`src/rtl/smms_pkg.sv`:
```
// shared widths, constants, state encoding and control structs for the statistics core
package smms_pkg;

  localparam int SAMPLE_W = 15;
  localparam int MINUTE_W = 11;
  localparam int COUNT_W  = 8;
  localparam int SUM_W    = 22;
  localparam int SUMSQ_W  = 35;
  localparam int SQ_W     = 28;
  localparam int DIV_W    = 43;
  localparam int DVS_W    = 16;
  localparam int VAR_W    = 28;
  localparam int STD_W    = 14;
  localparam int CNT_W    = 6;
  localparam int IN_W     = 32;
  localparam int OUT_W    = 96;

  localparam logic [COUNT_W-1:0] MAX_SAMPLES = 8'd128;
  localparam logic [COUNT_W-1:0] LIMIT_RESET = 8'd100;

  localparam logic signed [SAMPLE_W-1:0] SAMPLE_HI  = 15'sd9999;
  localparam logic signed [SAMPLE_W-1:0] SAMPLE_LO  = -15'sd9999;
  localparam logic signed [SAMPLE_W-1:0] HIGH_RESET = -15'sd10000;
  localparam logic signed [SAMPLE_W-1:0] LOW_RESET  = 15'sd10000;

  localparam logic [CNT_W-1:0] DIV_LAST  = 6'd42;
  localparam logic [CNT_W-1:0] SQRT_LAST = 6'd13;

  typedef enum logic [2:0] {
    ST_IDLE,
    ST_MUL,
    ST_DIV_MEAN,
    ST_MEAN,
    ST_DIV_VAR,
    ST_VAR,
    ST_SQRT,
    ST_DONE
  } state_t;

  typedef struct packed {
    logic take;
    logic mul;
    logic div_step;
    logic mean_store;
    logic sqrt_load;
    logic sqrt_step;
    logic out_load;
  } dp_cmd_t;

  typedef struct packed {
    logic set_done;
    logic out_free;
  } dp_status_t;

endpackage

```
`src/rtl/smms_ctrl.sv`:
```
// controller: accepts samples and sequences the per-set divide and square root
module smms_ctrl (
  input  logic                clk,
  input  logic                rst,
  input  logic                s_tvalid,
  input  logic                s_tlast,
  input  smms_pkg::dp_status_t status,
  output logic                s_tready,
  output smms_pkg::dp_cmd_t   cmd
);
  import smms_pkg::*;

  state_t            state, state_next;
  logic [CNT_W-1:0]  cnt, cnt_next;
  logic              take;

  assign take = (state == ST_IDLE) && s_tvalid;

  always_ff @(posedge clk) begin
    if (rst) begin
      state <= ST_IDLE;
      cnt   <= '0;
    end else begin
      state <= state_next;
      cnt   <= cnt_next;
    end
  end

  always_comb begin
    state_next = state;
    cnt_next   = '0;
    case (state)
      ST_IDLE: begin
        if (take && s_tlast && status.set_done) state_next = ST_MUL;
      end
      ST_MUL:  state_next = ST_DIV_MEAN;
      ST_DIV_MEAN: begin
        if (cnt == DIV_LAST) state_next = ST_MEAN;
        else cnt_next = cnt + 1'b1;
      end
      ST_MEAN: state_next = ST_DIV_VAR;
      ST_DIV_VAR: begin
        if (cnt == DIV_LAST) state_next = ST_VAR;
        else cnt_next = cnt + 1'b1;
      end
      ST_VAR:  state_next = ST_SQRT;
      ST_SQRT: begin
        if (cnt == SQRT_LAST) state_next = ST_DONE;
        else cnt_next = cnt + 1'b1;
      end
      ST_DONE: begin
        if (status.out_free) state_next = ST_IDLE;
      end
      default: state_next = ST_IDLE;
    endcase
  end

  always_comb begin
    cmd      = '0;
    s_tready = 1'b0;
    case (state)
      ST_IDLE: begin
        s_tready = 1'b1;
        cmd.take = take;
      end
      ST_MUL:      cmd.mul        = 1'b1;
      ST_DIV_MEAN: cmd.div_step   = 1'b1;
      ST_MEAN:     cmd.mean_store = 1'b1;
      ST_DIV_VAR:  cmd.div_step   = 1'b1;
      ST_VAR:      cmd.sqrt_load  = 1'b1;
      ST_SQRT:     cmd.sqrt_step  = 1'b1;
      ST_DONE:     cmd.out_load   = status.out_free;
      default:     cmd            = '0;
    endcase
  end

endmodule

```
`src/rtl/smms_dp.sv`:
```
// datapath: accumulators, set snapshot, shared divider, square root and output register
module smms_dp (
  input  logic                          clk,
  input  logic                          rst,
  input  smms_pkg::dp_cmd_t             cmd,
  input  logic [smms_pkg::IN_W-1:0]     s_tdata,
  input  logic                          s_tlast,
  input  logic                          cfg_we,
  input  logic [smms_pkg::COUNT_W-1:0]  cfg_data,
  input  logic                          m_tready,
  output logic                          m_tvalid,
  output logic [smms_pkg::OUT_W-1:0]    m_tdata,
  output logic [0:0]                    m_tuser,
  output smms_pkg::dp_status_t          status
);
  import smms_pkg::*;

  logic [COUNT_W-1:0] entry_limit;
  logic [COUNT_W-1:0] limit;

  // running accumulators
  logic signed [SUM_W-1:0]    sum, sum_next;
  logic [SUMSQ_W-1:0]         sumsq, sumsq_next;
  logic [COUNT_W-1:0]         count, count_next;
  logic signed [SAMPLE_W-1:0] high, high_next, low, low_next;
  logic [MINUTE_W-1:0]        high_min, high_min_next, low_min, low_min_next;
  logic                       flag, flag_next;

  logic signed [SAMPLE_W-1:0] s_raw, s_sat;
  logic [MINUTE_W-1:0]        minute;
  logic signed [2*SAMPLE_W-1:0] sq_full;
  logic                       take_ok;

  // snapshot of a finished set
  logic signed [SUM_W-1:0]    snap_sum;
  logic [SUMSQ_W-1:0]         snap_sumsq;
  logic [COUNT_W-1:0]         snap_n;
  logic signed [SAMPLE_W-1:0] snap_high, snap_low;
  logic [MINUTE_W-1:0]        snap_high_min, snap_low_min;
  logic                       snap_flag;

  logic [SUM_W-1:0]           abs_sum;
  logic [2*SUM_W-1:0]         ss_full;
  logic [DIV_W-1:0]           prod_nq, prod_ss;
  logic [DVS_W-1:0]           nn;
  logic [DIV_W:0]             diff;

  // shared restoring divider
  logic [DIV_W-1:0]           dq;
  logic [DVS_W-1:0]           rem, divisor;
  logic [DVS_W:0]             d_trial;
  logic                       d_ge;
  logic signed [SAMPLE_W-1:0] mean;

  // digit-by-digit square root
  logic [VAR_W-1:0]           sx;
  logic [DVS_W-1:0]           sr;
  logic [STD_W-1:0]           root;
  logic [DVS_W+1:0]           r_trial, r_sub;
  logic                       r_ge;

  always_ff @(posedge clk) begin
    if (rst) entry_limit <= LIMIT_RESET;
    else if (cfg_we) entry_limit <= cfg_data;
  end

  assign limit  = (entry_limit > MAX_SAMPLES) ? MAX_SAMPLES : entry_limit;
  assign s_raw  = s_tdata[SAMPLE_W-1:0];
  assign minute = s_tdata[SAMPLE_W+MINUTE_W-1:SAMPLE_W];

  always_comb begin
    if (s_raw > SAMPLE_HI)      s_sat = SAMPLE_HI;
    else if (s_raw < SAMPLE_LO) s_sat = SAMPLE_LO;
    else                        s_sat = s_raw;
  end

  assign sq_full = (2*SAMPLE_W)'(s_sat) * (2*SAMPLE_W)'(s_sat);
  assign take_ok = count < limit;

  always_comb begin
    sum_next      = sum;
    sumsq_next    = sumsq;
    count_next    = count;
    high_next     = high;
    high_min_next = high_min;
    low_next      = low;
    low_min_next  = low_min;
    flag_next     = flag | ~take_ok;
    if (take_ok) begin
      sum_next   = sum + SUM_W'(s_sat);
      sumsq_next = sumsq + SUMSQ_W'(sq_full[SQ_W-1:0]);
      count_next = count + 1'b1;
      if (s_sat > high) begin
        high_next     = s_sat;
        high_min_next = minute;
      end
      if (s_sat < low) begin
        low_next     = s_sat;
        low_min_next = minute;
      end
    end
  end

  always_ff @(posedge clk) begin
    if (rst) begin
      sum      <= '0;
      sumsq    <= '0;
      count    <= '0;
      high     <= HIGH_RESET;
      high_min <= '0;
      low      <= LOW_RESET;
      low_min  <= '0;
      flag     <= 1'b0;
    end else if (cmd.take) begin
      if (s_tlast) begin
        sum      <= '0;
        sumsq    <= '0;
        count    <= '0;
        high     <= HIGH_RESET;
        high_min <= '0;
        low      <= LOW_RESET;
        low_min  <= '0;
        flag     <= 1'b0;
      end else begin
        sum      <= sum_next;
        sumsq    <= sumsq_next;
        count    <= count_next;
        high     <= high_next;
        high_min <= high_min_next;
        low      <= low_next;
        low_min  <= low_min_next;
        flag     <= flag_next;
      end
    end
  end

  always_ff @(posedge clk) begin
    if (cmd.take && s_tlast) begin
      snap_sum      <= sum_next;
      snap_sumsq    <= sumsq_next;
      snap_n        <= count_next;
      snap_high     <= high_next;
      snap_high_min <= high_min_next;
      snap_low      <= low_next;
      snap_low_min  <= low_min_next;
      snap_flag     <= flag_next;
    end
  end

  assign abs_sum = snap_sum[SUM_W-1] ? SUM_W'(-snap_sum) : SUM_W'(snap_sum);
  assign ss_full = (2*SUM_W)'(abs_sum) * (2*SUM_W)'(abs_sum);
  // n*sumsq never falls below sum^2, the clamp only guards the sign
  assign diff    = {1'b0, prod_nq} - {1'b0, prod_ss};

  assign d_trial = {rem, dq[DIV_W-1]};
  assign d_ge    = d_trial >= {1'b0, divisor};

  assign r_trial = {sr, sx[VAR_W-1:VAR_W-2]};
  assign r_sub   = {2'b00, root, 2'b01};
  assign r_ge    = r_trial >= r_sub;

  always_ff @(posedge clk) begin
    if (cmd.mul) begin
      prod_nq <= {{(DIV_W-COUNT_W){1'b0}}, snap_n} * {{(DIV_W-SUMSQ_W){1'b0}}, snap_sumsq};
      prod_ss <= ss_full[DIV_W-1:0];
      nn      <= DVS_W'(snap_n) * DVS_W'(snap_n);
      dq      <= DIV_W'(abs_sum);
      rem     <= '0;
      divisor <= DVS_W'(snap_n);
    end else if (cmd.mean_store) begin
      dq      <= diff[DIV_W] ? '0 : diff[DIV_W-1:0];
      rem     <= '0;
      divisor <= nn;
    end else if (cmd.div_step) begin
      rem <= d_ge ? DVS_W'(d_trial - {1'b0, divisor}) : d_trial[DVS_W-1:0];
      dq  <= {dq[DIV_W-2:0], d_ge};
    end
  end

  always_ff @(posedge clk) begin
    if (cmd.mean_store) begin
      mean <= snap_sum[SUM_W-1] ? -$signed(dq[SAMPLE_W-1:0]) : $signed(dq[SAMPLE_W-1:0]);
    end
  end

  always_ff @(posedge clk) begin
    if (cmd.sqrt_load) begin
      sx   <= dq[VAR_W-1:0];
      sr   <= '0;
      root <= '0;
    end else if (cmd.sqrt_step) begin
      sr   <= r_ge ? DVS_W'(r_trial - r_sub) : r_trial[DVS_W-1:0];
      root <= {root[STD_W-2:0], r_ge};
      sx   <= {sx[VAR_W-3:0], 2'b00};
    end
  end

  always_ff @(posedge clk) begin
    if (rst) m_tvalid <= 1'b0;
    else if (cmd.out_load) m_tvalid <= 1'b1;
    else if (m_tready) m_tvalid <= 1'b0;
  end

  always_ff @(posedge clk) begin
    if (cmd.out_load) begin
      m_tdata <= {7'b0, snap_n, root, mean, snap_low_min, snap_low,
                  snap_high_min, snap_high};
      m_tuser <= snap_flag;
    end
  end

  assign status.set_done = count_next != '0;
  assign status.out_free = ~m_tvalid | m_tready;

endmodule

```
`src/rtl/sample_min_max_mean_std_stats_core.sv`:
```
// Temperature statistics core: each accepted sample (one per cycle while idle) updates the
// running max/min with their minute of day, sum, sum of squares and count, up to
// min(entry_limit, 128) samples per set; later samples are dropped and set the truncated
// flag. The request marked tlast closes the set and, if any sample was accepted, produces
// one result with max, min, mean (truncated toward zero), population standard deviation
// (floor square root) and count. No sample is taken while a set closes: a multiply step,
// two passes of a shared 43-step bit-serial divider (mean, then variance) each followed
// by a store step, a 14-step square root and the load of the output register. A finished
// result sits in an output register, so the next set may start accumulating while it
// waits; the core stalls only if a new result is ready before the previous one was taken.
// A last request that found no accepted sample gives no result and the core stays idle.
module sample_min_max_mean_std_stats_core (
  input  logic        clk,
  input  logic        rst,
  input  logic        s_tvalid,
  output logic        s_tready,
  input  logic [31:0] s_tdata,   // sample[14:0], minute_of_day[25:15], zeros
  input  logic        s_tlast,
  output logic        m_tvalid,
  input  logic        m_tready,
  output logic [95:0] m_tdata,   // max_value[14:0], max_minute[25:15], min_value[40:26],
                                 // min_minute[51:41], mean_value[66:52], std_dev[80:67],
                                 // sample_count[88:81], zeros
  output logic [0:0]  m_tuser,   // truncated[0]
  input  logic        cfg_we,
  input  logic [7:0]  cfg_data
);
  import smms_pkg::*;

  dp_cmd_t    cmd;
  dp_status_t status;

  smms_ctrl u_ctrl (
    .clk      (clk),
    .rst      (rst),
    .s_tvalid (s_tvalid),
    .s_tlast  (s_tlast),
    .status   (status),
    .s_tready (s_tready),
    .cmd      (cmd)
  );

  smms_dp u_dp (
    .clk      (clk),
    .rst      (rst),
    .cmd      (cmd),
    .s_tdata  (s_tdata),
    .s_tlast  (s_tlast),
    .cfg_we   (cfg_we),
    .cfg_data (cfg_data),
    .m_tready (m_tready),
    .m_tvalid (m_tvalid),
    .m_tdata  (m_tdata),
    .m_tuser  (m_tuser),
    .status   (status)
  );

endmodule

```
`config.mk`:
```
export PLATFORM = sky130hd
export DESIGN_NAME = sample_min_max_mean_std_stats_core
export DESIGN_NICKNAME = d
export VERILOG_FILES = /design/src/rtl/smms_pkg.sv /design/src/rtl/smms_ctrl.sv /design/src/rtl/smms_dp.sv /design/src/rtl/sample_min_max_mean_std_stats_core.sv
export SDC_FILE = /design/constraint.sdc
export NUM_CORES = 2
export LEC_CHECK = 0
export ABC_AREA = 1
export ABC_CLOCK_PERIOD_IN_PS = 23500
export BUFFER_PORTS_ARGS = -buffer_cell sky130_fd_sc_hd__buf_2
export CAP_MARGIN = 20
export CORE_UTILIZATION = 60
export DETAILED_ROUTE_END_ITERATION = 12
export PLACE_DENSITY = 0.79
export SETUP_SLACK_MARGIN = 0.5
export SLEW_MARGIN = 20
export SYNTH_ARGS = -nofsm -noshare
export SYNTH_HDL_FRONTEND = slang
export SYNTH_SLANG_ARGS = --single-unit
export TNS_END_PERCENT = 10
```
`constraint.sdc`:
```
create_clock -name clk -period 23.5 [get_ports clk]
set_input_delay 7.05 -clock clk [delete_from_list [all_inputs] [get_ports clk]]
set_output_delay 7.05 -clock clk [all_outputs]
set_load 0.02 [all_outputs]
```
; After elaboration in Yosys (flattened, before gate mapping)
; Index checks and enable logic that the tools add are counted.
[totals]
output_inout_bits = 99
reg_bits = 594
input_bits = 46
elab_cells = 140
[op_classes]
multipliers = 4
n_addsub = 9
mux = 53
eq_ne = 14
n_bitwise = 4
n_lt_le_gt_ge = 8
reduce_logical = 14
[ops]
columns = operator, count
row1 = $mux W15, 9
row2 = $mux W43, 3
row3 = $mux W22, 4
row4 = $mux W35, 2
row5 = $mux W11, 6
row6 = $mux W28, 2
row7 = $sub A43 B43 Y44, 1
row8 = $mul A22 B22 Y43, 1
row9 = $mul A8 B35 Y43, 1
row10 = $mux W8, 5
row11 = $add A35 B28 Y35, 1
row12 = $mux W16, 2
row13 = $sub A16 B16 Y16, 2
row14 = $mul A15 B15 Y28, 1
row15 = $pmux W3 S8, 1
row16 = $add A22 B15 Y22, 1
row17 = $neg A22 Y22, 1
row18 = $ge A18 B16 Y1, 1
row19 = $ge A17 B16 Y1, 1
row20 = $mul A8 B8 Y16, 1
row21 = $gt A15 B15 Y1, 1
row22 = $gt A15 B15 Y1 const B, 1
row23 = $lt A15 B15 Y1, 1
row24 = $lt A15 B15 Y1 const B, 1
row25 = other kinds (25), 56

; Longest topological paths before layout
[depth]
word_depth = 8
ltp_mapped = 47
depth_no_buf = 46

; By module
; Synthesis repeated with hierarchy kept, for this count alone.
[unflattened]
hier_cells = 7394
hier_area_um2 = 62102.1
[by_module_without_submodules]
columns = module, area_each_um2, cells_per_inst, instances, seq_area_each_um2
row1 = smms_dp, 61557.8, 7318, 1, 15484.9
row2 = smms_ctrl, 544.3, 76, 1, 180.2

; Worst setup path after synthesis
; OpenSTA, ideal clock, no wires.
[synth_timing]
path_kind = input to register
start = input port s_tdata[7]
end = register u_dp.snap_sumsq[32] (data pin)
slack_ps = 7814
setup_ps = 255
cell_stages = 38
t_arrival_ps = 15431
t_required_ps = 23245
n_path_buf = 2
cell_sequence = inv_1 > nor4_1 > o41ai_1 > a21oi_1 > o21ai_0 > ha_1 > or2_2 > buf_2 > inv_1 > clkbuf_1 > nand2_1 > fa_1 > inv_1 > fa_1 > inv_1 > fa_1 > inv_1 > fa_1 > [2 not listed] > fa_1 > inv_1 > ha_1 > nand2_1 > nor4_1 > nand4_1 > nand3_1 > xor2_1 > ha_1 > nand2_1 > nor3_1 > nand3_1 > nand3_1 > nand2_1 > nand3_1 > nand4_1 > or2_0 > and2_1
[synth_via]
elab_chain_cells = 6
elab_cells_between_ends = 7
classes_between = 1 x add/sub / 1 x mul / 2 x order compare / 3 x mux
[synth_lines]
columns = item, line_no
row1 = start: declaration, sample_min_max_mean_std_stats_core.sv:17  ; input logic [31:0] s_tdata,
row2 = $lt A15 B15 Y1, smms_dp.sv:73  ; else if (s_raw < SAMPLE_LO) s_sat = SAMPLE_LO;
row3 = $mux W15, smms_dp.sv:73
row4 = $mux W15 (*), smms_dp.sv:72  ; if (s_raw > SAMPLE_HI) s_sat = SAMPLE_HI;
row5 = $mul A15 B15 Y28 (*), smms_dp.sv:77  ; assign sq_full = (2*SAMPLE_W)'(s_sat) * (2*SAMPLE_W)'(s_sat);
row6 = $add A35 B28 Y35 (*), smms_dp.sv:91  ; sumsq_next = sumsq + SUMSQ_W'(sq_full[SQ_W-1:0]);
row7 = $mux W35 (*), smms_dp.sv:89  ; if (take_ok) begin
row8 = net u_dp.sumsq_next[32], smms_dp.sv:23  ; logic [SUMSQ_W-1:0] sumsq, sumsq_next;
row9 = end signal: assignment, smms_dp.sv:140  ; snap_sumsq <= sumsq_next;
row10 = end: declaration, smms_dp.sv:36  ; logic [SUMSQ_W-1:0] snap_sumsq;
; Mark *: on every way through the listed nets, which the timed path passes. The rest lies on a longest branch.
; A chain may end at the register's enable or synchronous reset.

; Worst setup path after layout
; Ends and elaborated chain as after synthesis.

==> flow_metrics.tcl <==
set metrics [dict create \
    status "completed" \
    finalMaxSlewViolations 0 \
    first_global_vias 50700 \
    reg2reg_depth 32 \
    r2r_end "u_dp.prod_ss[33]" \
    hpwlAfterDp_mm 124 \
    fin_skew_ps 50.3 \
    synth_mux_area_share_pct 0 \
    synth.distinct_cells 77 \
    drt-vias-per-instance 5.53 \
    fillers 8577 \
    die-area_mm2 0.106 \
    finalCritPeriodShare_pct 70.6 \
    drc_errors 0 \
    cpPeakStageDelay_ps 910 \
    yosys.area_share.simple_pct 16.9 \
    layout_commonest_cell "inv_1" \
    rsz0062_at_grt "false" \
    yosysTopAreaCell "fa_1" \
    cts_root_buf "clkbuf_16" \
    rows 118 \
    fin_nets 8797 \
    grtUsageTotal_pct 31.0 \
    cts_buffers 67 \
    yosysTopAreaCellShare_pct 24.3 \
    ys_top_cells_by_area "fa_1 (24%), edfxtp_1 (18%), ha_1 (9.8%)" \
    io_buffers 131 \
    finalWorstPathRequiredPeriod_ps 16580 \
    synth_edf_count 381 \
    cts.sinks 592 \
    start_kind "input port" \
    crit_path_start "s_tdata[7]" \
    tightest_slew_ps 1080 \
    htreeDepth 3 \
    synth-compound-area-share_pct 8.74 \
    fmax_mhz 60.3 \
    r2r_slack_ps 13690 \
    core_area_mm2 0.103 \
    report.final.hold_viol_count 0 \
    async_reset_ff_share_pct 0 \
    syn_area_per_cell_um2 8.39 \
    die_w_um 325 \
    slew_headroom_pct 28.2 \
    syn-instance-count 7456 \
    synthAdderAreaFrac_pct 34.2 \
    crit_type "in -> reg" \
    hp-class "reg -> reg" \
    syn_to_final_growth_pct 6.70 \
    drt_wl_total_mm 160 \
    crit_fanout 15 \
    cp-endpoint "u_dp.snap_sumsq[32]" \
    final_layout_size_suffix_gt1_share_pct 5.87 \
    ys.flop_type "edfxtp_1" \
    chipHeight_um 325 \
    ant_nets 0 \
    final_cell_mix "inv_1 (1589), nand2_1 (1460), fa_1 (760)" \
    synth_top_family_by_area "adder cells" \
    setup_viol 0 \
    drt_iter0_drc 3878 \
    ctsHoldBuffers 0 \
    grt_max_degree 84 \
    clock_path_buffers 3 \
    synthesis.area_mm2 0.0626 \
    first_pass_iters 8 \
    worstPathArrival_ps 16980 \
    vias 49400 \
    ys_ff_latch 592 \
    grt_overflow 0 \
    gp_congestion 0.985 \
    maxCapViolCount 0 \
    seq_area_frac_synth_pct 25.0 \
    synth-xor-area-share_pct 3.54 \
    antenna_found_initial 5 \
    cts_resized 0 \
    crit_required_ps 23900 \
    wl_per_cell_um 18.0 \
    start_util_pct 60.4 \
    ios 145 \
    insertion_delay_ps 660 \
    cts_tree "yes" \
    slowest_stage "a21oi_1" \
    post_cts_buffers 0 \
    clk_pin_slew_worst_paths_ps 60 \
    timing.rr.start "u_dp.snap_sum[0]" \
    setup_tns_ps 0 \
    ys_warn_count 0 \
    grt_pass1_wl_mm 261 \
    cp-end-kind "register" \
]
-- cell families after synthesis --
| kind of cell | after synthesis |
|---|---|
| AOI/OAI and AO/OA | 962 |
| and+or+nand+nor | 2541 |
| DFF | 592 |
| buffers and inverters | 1858 |
| xor gates and xnor gates | 249 |
| other | 2 |
| adders and majority gates | 1252 |
-- layout make-up --
cell class              count  area, um^2  share of cell area, %
flip-flops and latches    592       15700                   23.5
diodes                      2        5.00                0.00750
repair buffers            189        1090                   1.64
clock buffers              79        1740                   2.61
inverters                1619        6080                   9.11
clock inverters            44         668                   1.00
well taps                1380        1730                   2.59
multi-input cells        5030       39800                   59.6
-- worst min-delay path by stage --
stage,start,end,slack [ps],cells past startpoint
floorplan,u_dp.snap_high[0],u_dp.m_tdata[0],400,0
global placement,u_dp.mean[2],u_dp.m_tdata[54],400,0
detailed placement,u_dp.snap_high_min[10],u_dp.m_tdata[25],400,0
CTS,u_dp.snap_low[6],u_dp.m_tdata[32],410,0
global route,u_dp.snap_high_min[3],u_dp.m_tdata[18],420,0
finish,u_dp.snap_low[6],u_dp.m_tdata[32],420,0
-- layer usage --
layer	global-route usage (%)	share of wire [%]	wire, um	up-vias
met5	0	0	0	-
met4	13.4	4.5	7270	0
met1	39.9	40	63900	23700
met2	52.3	48	77300	1933
met3	4.28	7.4	11900	422
li1	-	-	-	23300
-- sequential cells by signal, summed over array words and instances (netlist names), 16 cells and up --
register         cells
u_dp.sr             16
u_dp.snap_sum       22
u_dp.sum            22
u_dp.prod_ss        42
u_dp.divisor        16
u_dp.sx             28
u_dp.m_tdata        89
u_dp.dq             43
u_dp.sumsq          35
u_dp.rem            16
u_dp.snap_sumsq     35
u_dp.prod_nq        43
-- critical path, delay by kind of cell --
| kind | cells | cell delay (ps) |
|---|---|---|
| fa+ha+maj | 9 | 4050 |
| compound gates | 8 | 1980 |
| simple gates | 15 | 2430 |
| buf+inv | 7 | 1180 |
| xor+xnor | 1 | 300 |
-- cell usage after synthesis (19+ instances only) --
master / instances
a21o_1: 38
a21oi_1: 442
a31oi_1: 28
and2_1: 43
buf_2: 34
clkbuf_1: 131
clkbuf_2: 35
dfxtp_1: 211
edfxtp_1: 381
fa_1: 760
ha_1: 492
inv_1: 1589
inv_2: 19
nand2_1: 1461
nand2_2: 41
nand3_1: 240
nand4_1: 63
nor2_1: 560
nor3_1: 54
o21ai_0: 257
o21ai_1: 35
o21bai_1: 25
or2_2: 20
xnor2_1: 88
xor2_1: 158
-- metrics by stage --
stage / hold WS [ps] / std cells / setup WS (ps) / area, um^2 / util (%)
after floorplan: 400 / 7480 / 7810 / 62700 / -
after global placement: 401 / 8810 / 6460 / 64300 / 62.2
after detailed placement: 405 / 8810 / 6330 / 64300 / 62.2
after CTS: 415 / 8933 / 6970 / 66700 / 64.5
after global routing: 423 / 8934 / 6230 / 66800 / 64.5
final: 416 / 8935 / 6920 / 66800 / 64.5
Power is not shown: default switching activity piles up to over one toggle a cycle in this logic, so the estimate is an artifact.
